`src/hw/rtl/tpt_pkg.sv`:
```
`default_nettype none

package tpt_pkg;

   localparam int OFFSET_BITS = 12;
   localparam int TABLE_BITS = 10;
   localparam int FRAME_BITS = 20;
   localparam int PHYS_BITS = 32;

   localparam logic [FRAME_BITS-1:0] FRAME_ONES = '1;
   localparam logic [PHYS_BITS-1:0] NO_MAPPING = '1;

   typedef enum logic [1:0] {
      CMD_MAP       = 2'd0,
      CMD_UNMAP     = 2'd1,
      CMD_TRANSLATE = 2'd2
   } cmd_type;

   typedef enum logic [1:0] {
      STATUS_OK         = 2'd0,
      STATUS_UNALIGNED  = 2'd1,
      STATUS_MAPPED     = 2'd2,
      STATUS_NOT_MAPPED = 2'd3
   } status_type;

   typedef enum logic [1:0] {
      FSM_CLEAR,
      FSM_IDLE,
      FSM_EXEC
   } fsm_type;

   typedef struct packed {
      logic present;
      logic writable;
      logic user;
      logic [FRAME_BITS-1:0] frame;
   } entry_type;

   localparam entry_type EMPTY_ENTRY = '{present: 1'b0, writable: 1'b0, user: 1'b0,
                                         frame: FRAME_ONES};

   typedef struct packed {
      logic page_we;
      logic dir_we;
      logic dir_val;
      entry_type entry;
   } store_ctl_type;

   typedef struct packed {
      status_type status;
      logic [PHYS_BITS-1:0] paddr;
      logic [FRAME_BITS-1:0] freed_frame;
      logic table_present;
      entry_type entry;
   } rsp_type;

endpackage

`default_nettype wire

```
`src/hw/rtl/tpt_exec.sv`:
```
`default_nettype none

module tpt_exec #(
   parameter int VADDR_BITS = 26
) (
   input  wire logic [1:0]                       cmd,
   input  wire logic [VADDR_BITS-1:0]            virt_addr,
   input  wire logic [tpt_pkg::FRAME_BITS-1:0]   frame_number,
   input  wire logic                             kernel_only,
   input  wire logic                             writable,
   input  wire tpt_pkg::entry_type               entry_rd,
   input  wire logic                             table_rd,
   output tpt_pkg::store_ctl_type                ctl,
   output tpt_pkg::rsp_type                      rsp
);

   always_comb begin
      logic aligned;
      logic tbl_after;
      tpt_pkg::entry_type e_new;
      tpt_pkg::status_type status;
      logic [tpt_pkg::FRAME_BITS-1:0] freed;

      aligned = (virt_addr[tpt_pkg::OFFSET_BITS-1:0] == '0);
      status = tpt_pkg::STATUS_OK;
      freed = '0;
      e_new = entry_rd;
      ctl.page_we = 1'b0;
      ctl.dir_we = 1'b0;
      case (cmd)
         tpt_pkg::CMD_MAP: begin
            if (!aligned) begin
               status = tpt_pkg::STATUS_UNALIGNED;
            end else if (table_rd && entry_rd.present) begin
               status = tpt_pkg::STATUS_MAPPED;
            end else begin
               e_new.present = 1'b1;
               e_new.writable = writable;
               e_new.user = !kernel_only;
               e_new.frame = frame_number;
               ctl.page_we = 1'b1;
               ctl.dir_we = 1'b1;
            end
         end
         tpt_pkg::CMD_UNMAP: begin
            if (!aligned) begin
               status = tpt_pkg::STATUS_UNALIGNED;
            end else if (!table_rd || !entry_rd.present) begin
               status = tpt_pkg::STATUS_NOT_MAPPED;
            end else begin
               freed = entry_rd.frame;
               e_new.present = 1'b0;
               e_new.frame = tpt_pkg::FRAME_ONES;
               ctl.page_we = 1'b1;
            end
         end
         default: begin
         end
      endcase
      tbl_after = table_rd | ctl.dir_we;
      ctl.dir_val = 1'b1;
      ctl.entry = e_new;

      rsp.status = status;
      rsp.freed_frame = freed;
      rsp.table_present = tbl_after;
      rsp.entry = e_new;
      if (tbl_after && e_new.present) begin
         rsp.paddr = {e_new.frame, virt_addr[tpt_pkg::OFFSET_BITS-1:0]};
      end else begin
         rsp.paddr = tpt_pkg::NO_MAPPING;
      end
   end

endmodule

`default_nettype wire

```
`config.mk`:
```
export PLATFORM = sky130hd
export DESIGN_NAME = tpt_exec
export DESIGN_NICKNAME = d
export VERILOG_FILES = /design/src/hw/rtl/tpt_pkg.sv /design/src/hw/rtl/tpt_exec.sv
export SDC_FILE = /design/constraint.sdc
export NUM_CORES = 1
export LEC_CHECK = 0
export BUFFER_PORTS_ARGS = -buffer_cell sky130_fd_sc_hd__buf_4
export CAP_MARGIN = 20
export CORE_MARGIN = 2
export CORE_UTILIZATION = 23
export DETAILED_ROUTE_END_ITERATION = 8
export PLACE_DENSITY = 0.76
export REMOVE_ABC_BUFFERS = 1
export SETUP_SLACK_MARGIN = 0.4
export SYNTH_ARGS = -nofsm -noshare
export SYNTH_HDL_FRONTEND = slang
export SYNTH_SLANG_ARGS = --single-unit
```
`constraint.sdc`:
```
create_clock -name vclk -period 4.2
set_clock_uncertainty 0.2 [all_clocks]
set_input_delay 0.42 -clock vclk [all_inputs]
set_output_delay 0.42 -clock vclk [all_outputs]
set_load 0.02 [all_outputs]
```
==> impl_metrics.py <==
metrics = {
    "grt": {
        "grt_max_degree": 21,
        "grt_first_pass_wirelength_um": 7750,
        "grt_usage": 0.178,
        "antenna_found_initial": 0,
        "grt_overflow_total": 0,
        "first_global_vias": 1619,
    },
    "final_layout": {
        "final_cell_area_mm2": 0.00214,
        "synthToLayoutAreaGrowth_pct": 99.0,
        "fin_cells": 363,
        "layout.nets": 387,
        "diodes": 0,
        "seq_cell_count": 0,
        "clock_buffers": 0,
        "seqCellArea_um2": 0,
        "drive_above_1_share": 0.559,
    },
    "drt": {
        "via_per_inst": 4.91,
        "finalWirelength_um": 5020,
        "drtIter0Drc": 58,
        "detail-route-antenna-nets": 0,
        "wl_per_cell_um": 13.8,
        "firstDrtPassIters": 4,
        "vias": 1783,
        "post-route-drc-count": 0,
    },
    "placed_design": {
        "dp_hpwl_um": 4030,
        "port_buffers": 163,
        "place_inst": 363,
        "placed_cell_area_mm2": 0.00214,
        "place.gp.congestion": 0.757,
    },
    "timing": {
        "rsz0062_at_grt": "no",
        "period_needed_ns": 3.54,
        "max_freq_mhz": 282,
        "finalCritPeriodShare": 0.843,
        "finalSetupViolCount": 0,
        "tns_ns": 0,
        "worstMarginPinSlew_ns": 0.936,
        "relSlewSlack": 0.376,
        "finalHoldViolCount": 0,
        "drv_slew": 0,
    },
    "power_and_ir_drop": {
        "combPwrFrac": 1.000,
        "pwr-share-seq": 0,
        "powerDensity_mw_per_mm2": 92.9,
        "vdd_drop_max_uv": 54.8,
        "internal_power_uw": 94.9,
        "pwr-share-clk": 0,
        "netSwitchingFraction": 0.523,
        "power.leakage_uw": 0.00109,
        "p_sw_uw": 104,
    },
    "synthesis": {
        "ys_warn_count": 0,
        "syn_area_per_cell_um2": 5.85,
        "ys_seq_area_frac": 0,
        "synth_cell_types": 27,
        "netlist_instances": 184,
        "syn_area_mm2": 0.00108,
    },
    "floorplan": {
        "die-area_mm2": 0.00524,
        "start_util": 0.242,
        "die_w_um": 72.4,
        "core_area_mm2": 0.00444,
        "fp.dieH_um": 72.4,
        "row_count": 24,
        "pin_count": 178,
    },
    "outcome": {
        "status": "complete, no violations",
    },
    "run": {
        "maxCapViolCount": 0,
    },
    "clocking": {
        "post_cts_resized": 0,
        "post_cts_buffers": 0,
        "ctsHoldBuffers": 0,
    },
    "hold_path": {
        "hold_class": "in -> out",
        "worstHoldStart": "virt_addr[4]",
    },
    "critical_path": {
        "crit_fanout": 20,
        "worst_ep_arrival_time_ns": 2.92,
        "worstSetupPathType": "in -> out",
        "setup.worst_path.start_class": "input port",
        "crit_start": "virt_addr[0]",
        "required_ns": 3.58,
        "crit_path_end_kind": "output port",
    },
}
==> kinds of logic (layout without fill, tap and decap cells) <==
group	count (synthesis)	count (layout)	synth area share
and+or+nand+nor	111	111	0.569
other	1	1	0.00349
muxes	2	2	0.0314
buffers and inverters	42	169	0.258
AOI/OAI and AO/OA	28	28	0.138
==> worst paths after layout <==
check / depth (start not counted) / slack, ns / endpoint
min: 3 / 0.94 / rsp[48]
max: 6 / 0.66 / ctl[9]
==> area by class of cell <==
class	count	area [um2]
Fill cell	467	2300
Inverter	1	3.75
Multi-Input combinational cell	142	811
Tap cell	52	65.1
Timing Repair Buffer	168	1260
==> per-layer routing <==
| metal | up-vias | wire [um] | track usage | part of all wire |
|---|---|---|---|---|
| li1 | 874 | - | - | - |
| met1 | 797 | 1870 | 0.221 | 0.37 |
| met2 | 110 | 2600 | 0.344 | 0.52 |
| met3 | 2 | 537 | 0.0208 | 0.11 |
| met4 | 0 | 8 | 0.00617 | 0.0016 |
| met5 | - | 0 | 0 | 0 |
==> cells in the mapped netlist <==
cell type   n  area share
inv_1       1      0.0035
or4_4       1       0.010
buf_2       4       0.019
o21ai_0    21       0.098
clkbuf_2    2      0.0093
mux2_2      1       0.010
mux2i_4     1       0.021
nor4b_2     1       0.014
and2_1     20        0.12
nand3_1    58        0.27
or4b_1      1      0.0093
buf_4      24        0.17
or2_1       1      0.0058
or4_1       1      0.0070
clkbuf_1    8       0.028
a21oi_1     4       0.019
conb_1      1      0.0035
o2bb2ai_1   1      0.0081
o32ai_1     1      0.0081
buf_6       3       0.031
or2_2       1      0.0058
a31oi_1     1      0.0058
nor4_1      1      0.0058
nand2b_1   14       0.081
nor2_1      5       0.017
nor3_1      1      0.0046
nand2_1     6       0.021
==> cell usage in the layout, fill, tap and decap left out <==
| cell type | count |
|---|---|
| a21oi_1 | 3 |
| a21oi_2 | 1 |
| a31oi_1 | 1 |
| and2_1 | 20 |
| buf_4 | 168 |
| conb_1 | 1 |
| inv_1 | 1 |
| mux2_2 | 1 |
| mux2i_4 | 1 |
| nand2_1 | 6 |
| nand2b_1 | 14 |
| nand3_1 | 58 |
| nor2_1 | 5 |
| nor3_1 | 1 |
| nor4_1 | 1 |
| nor4b_4 | 1 |
| o21ai_0 | 21 |
| o2bb2ai_1 | 1 |
| o32ai_1 | 1 |
| or2_1 | 1 |
| or2_2 | 1 |
| or4_1 | 1 |
| or4_4 | 1 |
| or4b_1 | 1 |
==> worst max-delay path, cell delays in order <==
cell     delay (ns)
buf_4          0.11
or4_1          0.59
or4b_1         0.75
or2_1          0.62
nand3_1        0.26
buf_4          0.17
==> power by group through the flow <==
| stage | Combinational (uW) | Clock [uW] | Sequential, uW |
|---|---|---|---|
| 2_1_floorplan | 85.7 | 0 | 0 |
| 3_3_place_gp | 198 | 0 | 0 |
| 3_5_place_dp | 199 | 0 | 0 |
| 4_1_cts | 200 | 0 | 0 |
| 5_1_grt | 213 | 0 | 0 |
| 6_report | 199 | 0 | 0 |
==> through the flow <==
| step | power, uW | util | setup slack (ns) | hold WS [ns] |
|---|---|---|---|---|
| floorplan | 85.7 | - | 0.280 | 0.717 |
| global placement | 198 | 0.482 | 0.646 | 0.934 |
| detailed placement | 199 | 0.482 | 0.635 | 0.935 |
| CTS | 200 | 0.482 | 0.633 | 0.940 |
| global route | 213 | 0.482 | 0.529 | 0.952 |
| finish | 199 | 0.482 | 0.658 | 0.938 |
Power figures use the tool's default switching activity.
